--- config.mk ---
export PLATFORM = sky130hd
export DESIGN_NAME = checksummed_record_frame_receiver_core
export DESIGN_NICKNAME = d
export VERILOG_FILES = /design/src/hw/rtl/crfr_pkg.sv /design/src/hw/rtl/checksummed_record_frame_receiver_core.sv
export SDC_FILE = /design/constraint.sdc
export NUM_CORES = 1
export LEC_CHECK = 0
export ABC_AREA = 0
export BUFFER_PORTS_ARGS = -buffer_cell sky130_fd_sc_hd__buf_2
export CAP_MARGIN = 20
export CORE_ASPECT_RATIO = 0.6
export CORE_MARGIN = 10
export CORE_UTILIZATION = 27
export DETAILED_ROUTE_END_ITERATION = 12
export GPL_TIMING_DRIVEN = 0
export PLACE_DENSITY = 0.41
export SLEW_MARGIN = 20
export SYNTH_ARGS = -nofsm -noshare
export SYNTH_HDL_FRONTEND = slang
export SYNTH_SLANG_ARGS = --single-unit
--- constraint.sdc ---
create_clock -name clk_i -period 5.1 [get_ports clk_i]
set_input_delay 0.765 -clock clk_i [delete_from_list [all_inputs] [get_ports clk_i]]
set_output_delay 0.765 -clock clk_i [all_outputs]
set_load 0.03 [all_outputs]
--- src/hw/rtl/crfr_pkg.sv ---
`default_nettype none

package crfr_pkg;

  typedef enum logic [1:0] {
    PhHunt  = 2'd0,
    PhStart = 2'd1,
    PhData  = 2'd2,
    PhSum   = 2'd3
  } phase_e;

  typedef enum logic [1:0] {
    StatusGood   = 2'd0,
    StatusSumErr = 2'd1,
    StatusIdErr  = 2'd2
  } status_e;

  localparam logic [7:0] HeadMark  = 8'hFF;
  localparam logic [7:0] StartMark = 8'h02;

  localparam int unsigned MaxRecords = 8;

endpackage

`default_nettype wire

--- src/hw/rtl/checksummed_record_frame_receiver_core.sv ---
`default_nettype none

// Byte-stream frame receiver. A frame is head byte 0xFF, then 0x02, then RECORDS records of
// five bytes (an id byte and a big-endian 32-bit word), then one checksum byte equal to the
// 8-bit sum of every earlier frame byte. A wrong byte after the head sends the parser back to
// hunting, and that byte is not taken as a new head. Each record word is staged in the slot
// its id names; an id at or above RECORDS is discarded and flags the frame. When the checksum
// matches, every staged word becomes a held word. Each completed frame gives one result:
// status 0 good, 1 checksum mismatch (held words unchanged), 2 bad record id with a matching
// checksum, together with held words 0 and 1 (word one reads zero when RECORDS is 1). A
// byte can be taken in every cycle. The single result register limits that rate:
// rx_byte_ready_o is low only while a result is waiting and out_ready_i is low.
module checksummed_record_frame_receiver_core
  import crfr_pkg::*;
#(
  parameter int unsigned RECORDS = 2
) (
  input  wire logic        clk_i,
  input  wire logic        rst_ni,
  input  wire logic        rx_byte_valid_i,
  output logic             rx_byte_ready_o,
  input  wire logic [7:0]  rx_byte_i,
  output logic             out_valid_o,
  input  wire logic        out_ready_i,
  output logic [1:0]       frame_status_o,
  output logic [31:0]      word_zero_o,
  output logic [31:0]      word_one_o
);

  localparam int unsigned CntW = $clog2(RECORDS + 1);

  phase_e          phase_q, phase_d;
  logic [2:0]      pos_q, pos_d;
  logic [CntW-1:0] rec_cnt_q, rec_cnt_d;
  logic [7:0]      sum_q, sum_d;
  logic [7:0]      cur_id_q, cur_id_d;
  logic            id_fault_q, id_fault_d;
  logic [31:0]     staged_q [RECORDS];
  logic [31:0]     held_q   [RECORDS];
  logic [RECORDS-1:0] stage_we;
  logic            held_we;

  logic            out_valid_q;
  logic [1:0]      status_q;
  logic [31:0]     word_zero_q, word_one_q;

  logic            in_xfer;
  logic            emit;
  logic            sum_ok;
  logic            id_ok;
  logic            cur_ok;
  logic [1:0]      status_d;
  logic [31:0]     word_zero_d, word_one_d;

  assign rx_byte_ready_o = !out_valid_q || out_ready_i;
  assign in_xfer         = rx_byte_valid_i && rx_byte_ready_o;

  assign id_ok  = ({24'd0, rx_byte_i} < 32'(RECORDS));
  assign cur_ok = ({24'd0, cur_id_q} < 32'(RECORDS));
  assign sum_ok = (rx_byte_i == sum_q);

  always_comb begin
    phase_d    = phase_q;
    pos_d      = pos_q;
    rec_cnt_d  = rec_cnt_q;
    sum_d      = sum_q;
    cur_id_d   = cur_id_q;
    id_fault_d = id_fault_q;
    stage_we   = '0;
    held_we    = 1'b0;
    emit       = 1'b0;
    if (in_xfer) begin
      unique case (phase_q)
        PhHunt: begin
          if (rx_byte_i == HeadMark) begin
            sum_d   = HeadMark;
            phase_d = PhStart;
          end
        end
        PhStart: begin
          if (rx_byte_i == StartMark) begin
            sum_d      = sum_q + StartMark;
            pos_d      = '0;
            rec_cnt_d  = '0;
            id_fault_d = 1'b0;
            phase_d    = PhData;
          end else begin
            phase_d = PhHunt;
          end
        end
        PhData: begin
          sum_d = sum_q + rx_byte_i;
          if (pos_q == 3'd0) begin
            cur_id_d = rx_byte_i;
            if (!id_ok) begin
              id_fault_d = 1'b1;
            end
            pos_d = 3'd1;
          end else begin
            for (int unsigned k = 0; k < RECORDS; k++) begin
              stage_we[k] = cur_ok && ({24'd0, cur_id_q} == 32'(k));
            end
            if (pos_q == 3'd4) begin
              pos_d     = '0;
              rec_cnt_d = rec_cnt_q + 1'b1;
              if (32'(rec_cnt_q) + 32'd1 >= 32'(RECORDS)) begin
                phase_d = PhSum;
              end
            end else begin
              pos_d = pos_q + 3'd1;
            end
          end
        end
        PhSum: begin
          phase_d = PhHunt;
          emit    = 1'b1;
          held_we = sum_ok;
        end
        default: phase_d = PhHunt;
      endcase
    end
  end

  always_comb begin
    if (!sum_ok) begin
      status_d = StatusSumErr;
    end else if (id_fault_q) begin
      status_d = StatusIdErr;
    end else begin
      status_d = StatusGood;
    end
    word_zero_d = held_we ? staged_q[0] : held_q[0];
    word_one_d  = '0;
    if (RECORDS > 1) begin
      word_one_d = held_we ? staged_q[RECORDS > 1 ? 1 : 0] : held_q[RECORDS > 1 ? 1 : 0];
    end
  end

  always_ff @(posedge clk_i or negedge rst_ni) begin
    if (!rst_ni) begin
      phase_q    <= PhHunt;
      pos_q      <= '0;
      rec_cnt_q  <= '0;
      sum_q      <= '0;
      cur_id_q   <= '0;
      id_fault_q <= 1'b0;
      for (int unsigned k = 0; k < RECORDS; k++) begin
        staged_q[k] <= '0;
        held_q[k]   <= '0;
      end
    end else begin
      phase_q    <= phase_d;
      pos_q      <= pos_d;
      rec_cnt_q  <= rec_cnt_d;
      sum_q      <= sum_d;
      cur_id_q   <= cur_id_d;
      id_fault_q <= id_fault_d;
      for (int unsigned k = 0; k < RECORDS; k++) begin
        if (stage_we[k]) begin
          staged_q[k] <= {staged_q[k][23:0], rx_byte_i};
        end
        if (held_we) begin
          held_q[k] <= staged_q[k];
        end
      end
    end
  end

  // hold the result until its transfer completes
  always_ff @(posedge clk_i or negedge rst_ni) begin
    if (!rst_ni) begin
      out_valid_q <= 1'b0;
    end else if (emit) begin
      out_valid_q <= 1'b1;
    end else if (out_ready_i) begin
      out_valid_q <= 1'b0;
    end
  end

  always_ff @(posedge clk_i) begin
    if (emit) begin
      status_q    <= status_d;
      word_zero_q <= word_zero_d;
      word_one_q  <= word_one_d;
    end
  end

  assign out_valid_o    = out_valid_q;
  assign frame_status_o = status_q;
  assign word_zero_o    = word_zero_q;
  assign word_one_o     = word_one_q;

endmodule

`default_nettype wire
# Word level (Yosys, flattened, before mapping)
# Index checks and enable logic that the tools add are counted.
[classes] n_mul=0 shifts=0 n_eq_ne=15 muxes=33 magnitude_cmp=3 div=0 n_reduce_logical=17 bitwise_logic=0 add_sub_neg=5
[op_table] op="$mux W32" count=2
[op_table] op="$mux W2" count=12
[op_table] op="$pmux W8 S3" count=1
[op_table] op="$lt A8 B2 Y1 const B" count=2
[op_table] op="$mux W8" count=2
[op_table] op="$reduce_and A5 Y1" count=3
[op_table] op="$ne A2 B2 Y1 const B" count=7
[op_table] op="$mux W1" count=9
[op_table] op="$mux W3" count=3
[op_table] op="$add A8 B2 Y8 const B" count=1
[op_table] op="$add A8 B8 Y8" count=1
[op_table] op="$eq A8 B1 Y1 const B" count=1
[op_table] op="$eq A8 B2 Y1 const B" count=1
[op_table] op="$eq A8 B8 Y1" count=1
[op_table] op="$eq A8 B8 Y1 const B" count=1
[op_table] op="$logic_not A8 Y1" count=1
[op_table] op="$pmux W2 S4" count=1
[op_table] op="$pmux W3 S2" count=1
[op_table] op="$reduce_and A3 Y1" count=2
[op_table] op="$eq A2 B2 Y1 const B" count=2
[op_table] op="$pmux W2 S2" count=1
[op_table] op="$reduce_and A4 Y1" count=1
[op_table] op="$reduce_bool A2 Y1" count=2
[op_table] op="$add A2 B1 Y3 const B" count=1
[op_table] op="12 further kinds" count=14
[totals] latch_bits=0 inputBits=12 rom_bits=0 out_inout_bits=68 ff_bits=219 elab_cells=87 memories=0 mem_bits_rw=0

# Logic depth before layout (Yosys ltp)
[depth] word_depth=6 ltp_mapped=9 mapped_depth_nobuf=8

# Least setup slack after synthesis
# Ideal clock, no wire load.
[synth_timing] kind="in2reg" from="input port out_ready_i" to="register status_q[0], in the netlist frame_status_o[0] (enable)" setup_ns=0.420 path_buffers=0 arrival_ns=2.681 cell_stages=4 slack_ns=1.999 required_ns=4.680 path_cell_list="nand2b_1 and2_1 nand2_1 inv_1"
[synth_via] elab_chain_cells=3
[synth_lines] item="start: declaration" line="checksummed_record_frame_receiver_core.sv:24" rtl="input wire logic out_ready_i,"
[synth_lines] item="$logic_or A1 B1 Y1" line="checksummed_record_frame_receiver_core.sv:55" rtl="assign rx_byte_ready_o = !out_valid_q || out_ready_i;"
[synth_lines] item="$logic_and A1 B1 Y1" line="checksummed_record_frame_receiver_core.sv:56" rtl="assign in_xfer = rx_byte_valid_i && rx_byte_ready_o;"
[synth_lines] item="$mux W1" line="checksummed_record_frame_receiver_core.sv:72" rtl="if (in_xfer) begin"
[synth_lines] item="named net emit" line="checksummed_record_frame_receiver_core.sv:48" rtl="logic emit;"
[synth_lines] item="end signal: assignment" line="checksummed_record_frame_receiver_core.sv:182" rtl="status_q <= status_d;"
[synth_lines] item="end: declaration" line="checksummed_record_frame_receiver_core.sv:44" rtl="logic [1:0] status_q;"
# The timed path passes the listed nets, and every way through them passes these cells.
# A chain may end at the register's enable or synchronous reset.

# Worst setup path in the final report
[layout_timing] from="input port rx_byte_i[5]" to="register word_one_q[12], in the netlist word_one_o[12], data pin"
[layout_via] elab_chain_cells=4
[layout_lines] item="start: declaration" line="checksummed_record_frame_receiver_core.sv:22" rtl="input wire logic [7:0] rx_byte_i,"
[layout_lines] item="$eq A8 B8 Y1" line="checksummed_record_frame_receiver_core.sv:60" rtl="assign sum_ok = (rx_byte_i == sum_q);"
[layout_lines] item="$mux W1" line="checksummed_record_frame_receiver_core.sv:73" rtl="unique case (phase_q)"
[layout_lines] item="$mux W1" line="checksummed_record_frame_receiver_core.sv:72"
[layout_lines] item="$mux W32"
[layout_lines] item="named net word_one_d[12]" line="checksummed_record_frame_receiver_core.sv:53" rtl="logic [31:0] word_zero_d, word_one_d;"
[layout_lines] item="end signal: assignment" line="checksummed_record_frame_receiver_core.sv:184" rtl="word_one_q <= word_one_d;"
[layout_lines] item="end: declaration" line="checksummed_record_frame_receiver_core.sv:45" rtl="logic [31:0] word_zero_q, word_one_q;"
# The timed path passes the listed nets, and every way through them passes these cells.

==> impl_metrics.json <==
{
  "synth_flop_cell": "dfrtp_1",
  "synthesis.instances": 536,
  "area_growth_pct": 20.5,
  "via_per_inst": 4.36,
  "start_util_pct": 27.3,
  "cp.buffers_inverters": 3,
  "grt_pass1_wl_microns": 30600,
  "dpl.cell_count": 1041,
  "gp_congestion": 0.787,
  "max-vdd-ir-drop_mv": 0.184,
  "route.vias.total": 4715,
  "design.die.area_sq_um": 40500,
  "port_buffers": 79,
  "cts_resized": 0,
  "required_ns": 5.35,
  "drive_gt1_share_pct": 41.5,
  "yosys_register_bits": 219,
  "layout_common_cells": "dfrtp_1, buf_2, mux2_2, edfxtp_1, mux2_4",
  "grt_setup_unrepaired": "false",
  "grt_util_all_layers_pct": 9.61,
  "grt_start_max_net_pins": 90,
  "clock-sinks": 219,
  "setup_viol": 0,
  "finalClockSkew_ns": 0.00871,
  "max_freq_mhz": 302,
  "critPathMaxFanout": 10,
  "antenna_found_initial": 0,
  "slew_headroom_pct": 40.6,
  "regArea_sq_um": 5810,
  "cts_buffers": 23,
  "layout_commonest_cell": "dfrtp_1",
  "clk_pin_slew_ns": 0.06,
  "status": "finished clean",
  "crit_slowest_cell": "nor2_1",
  "ys_seq_area_share_pct": 65.9,
  "coreArea_sq_um": 32300,
  "die_h_microns": 160,
  "syn_nets": 566,
  "timing.rr.end": "word_one_o[12]",
  "worst_pin_slew_ns": 0.888,
  "clock_latency_ns": 0.51,
  "powerDensity_nw_per_um2": 392,
  "syn_avg_cell_area_sq_um": 16.4,
  "leakagePower_nw": 4.50,
  "dp_hpwl_microns": 13200,
  "overflow": 0,
  "multi_input_area_sq_um": 2740,
  "cp-end-kind": "register",
  "fin_setup_tns_ns": 0,
  "netlist_area_sq_um": 8810,
  "hold_path_class": "input pin to async pin",
  "num_rows": 51,
  "p_sw_share_pct": 24.8,
  "wire_per_inst_microns": 18.0,
  "maxSlewViolCount": 0,
  "layout.nets": 672,
  "rrSetupSlack_ns": 1.84,
  "cts_tree": "built",
  "die_x_microns": 253,
  "place_ws_ns": 1.15,
  "postCtsSetupRepairBufs": 0,
  "pwr-share-clk_pct": 42.8,
  "synthArstFlopShare_pct": 69.9,
  "grt_pass1_vias": 5091,
  "rr_startpoint": "sum_q[5]",
  "ys_types": 50,
  "synth-edff-count": 66,
  "start_kind": "input pin",
  "cap_violations": 0,
  "boundaryPins": 80,
  "detail-route-antenna-nets": 0,
  "fill_cells": 3127,
  "crit_family": "simple AND/OR/NAND/NOR gates",
  "detail_route.wirelength_microns": 19400,
  "arrival_ns": 3.56,
  "crit_top_cell": "buf_2",
  "path_cells": "buf_2, ha_1, clkbuf_1, nor4_1, nand3_1, nor2_1, buf_2, mux2_2",
  "fin_area_sq_um": 10600,
  "dpl-instance-area_sq_um": 9810,
  "rr_worst_depth": 7,
  "firstDrtPassIters": 4,
  "fin_crit_sh_pct": 64.9,
  "max_stage_delay_ns": 0.72,
  "switchingPower_w": 0.00103,
  "internal_power_w": 0.00313,
  "seqPwrFrac_pct": 45.8,
  "clockRootBuffer": "clkbuf_16",
  "yosys_warnings": 0,
  "cts_max_level": 1,
  "clk_path_buf_depth": 3,
  "holdWs_ns": 0.200,
  "fin_crit_ns": 3.31,
  "ctsHoldBuffers": 0,
  "fin_ws_ns": 1.79,
  "antenna_cells": 0,
  "drt_drc_violations_left": 0,
  "drt_iter0_drc": 279,
  "finalHoldViolCount": 0,
  "combinationalPowerShare_pct": 11.4,
  "final_cells": 1082,
  "path_class": "input pin to register"
}
-- metal layers --
metal	share of wire (%)	track usage, %	vias to the layer above
met4	2.4	2.48	0
met3	5.7	2.84	32
met2	43	14.3	98
li1	-	-	2179
met5	0	0	-
met1	49	13.3	2406
-- power groups by stage --
stage	clock (W)	sequential, W	combinational [W]
4_1_cts	0.00185	0.00191	0.000474
2_1_floorplan	0	0.00193	0.000334
3_5_place_dp	0	0.00194	0.000473
6_report	0.00178	0.00191	0.000476
3_3_place_gp	0	0.00194	0.000456
5_1_grt	0.00192	0.00192	0.000535
-- logic make-up (layout without fill, tap and decap cells) --
logic type / Yosys count / after routing / share of synthesized area, %
xor gates and xnor gates: 6 / 6 / 0.596
AOI/OAI and AO/OA: 48 / 48 / 3.69
adders and majority gates: 18 / 18 / 2.64
buffers and inverters: 39 / 161 / 3.04
muxes: 137 / 137 / 20.0
and+or+nand+nor: 69 / 69 / 4.07
DFF: 219 / 219 / 65.9
-- area by class of cell --
class,instances,area share [%]
well taps,424,4.99
plain buffers,20,1.85
clock inverters,9,1.18
clock buffers,32,6.50
inverters,19,0.695
multi-input cells,278,25.8
flip-flops and latches,219,54.7
repair buffers,81,4.33
-- stage by stage --
stage                     utilization [%]  power, W
after floorplan                         -   0.00226
after global placement               30.2   0.00240
final                                32.9   0.00417
after global routing                 32.9   0.00438
after CTS                            32.9   0.00423
after detailed placement             30.4   0.00242
-- worst max-delay path by stage --
stage | start | to | slack, ns | depth (start not counted)
2_1_floorplan | out_ready_i | frame_status_o[0] | 2.00 | 4
6_report | rx_byte_i[5] | word_one_o[12] | 1.79 | 8
5_1_grt | sum_q[5] | word_one_o[5] | 1.58 | 7
3_3_place_gp | rst_ni | held_q[2] | 0.86 | 1
4_1_cts | rx_byte_i[5] | word_one_o[5] | 1.69 | 8
3_5_place_dp | rx_byte_i[5] | word_one_o[21] | 1.15 | 8
-- flip-flops by register name (all words and copies together) (netlist names), named ones only --
name            flops
sum_q               8
word_one_o         32
pos_q               3
rec_cnt_q           2
phase_q             1
frame_status_o      2
staged_q           64
cur_id_q            8
out_valid_o         1
id_fault_q          1
word_zero_o        32
held_q             64
-- cell usage after synthesis, types with 2 or more instances --
master / instances / area [sq um]
o22ai_1: 2 / 12.5
clkbuf_1: 5 / 18.8
a211oi_1: 3 / 22.5
mux2_2: 76 / 856
nor3_1: 3 / 15.0
o21ai_0: 13 / 65.1
dfrtp_1: 153 / 3830
ha_1: 17 / 213
buf_2: 7 / 35.0
xnor2_1: 3 / 26.3
or4_1: 3 / 22.5
nor4_1: 5 / 31.3
a32o_1: 2 / 20.0
nor2_1: 15 / 56.3
nand2_1: 14 / 52.6
a21oi_1: 8 / 40.0
o22a_1: 2 / 17.5
edfxtp_1: 66 / 1980
and2_1: 2 / 12.5
a31oi_1: 5 / 31.3
inv_1: 19 / 71.3
xor2_1: 3 / 26.3
mux2_4: 60 / 901
buf_12: 6 / 120
nand2b_1: 7 / 43.8
buf_6: 2 / 22.5
nand4_1: 2 / 12.5
nand3_1: 10 / 50.1
a41oi_1: 2 / 17.5
No activity file was read; power rests on OpenSTA's default activity.
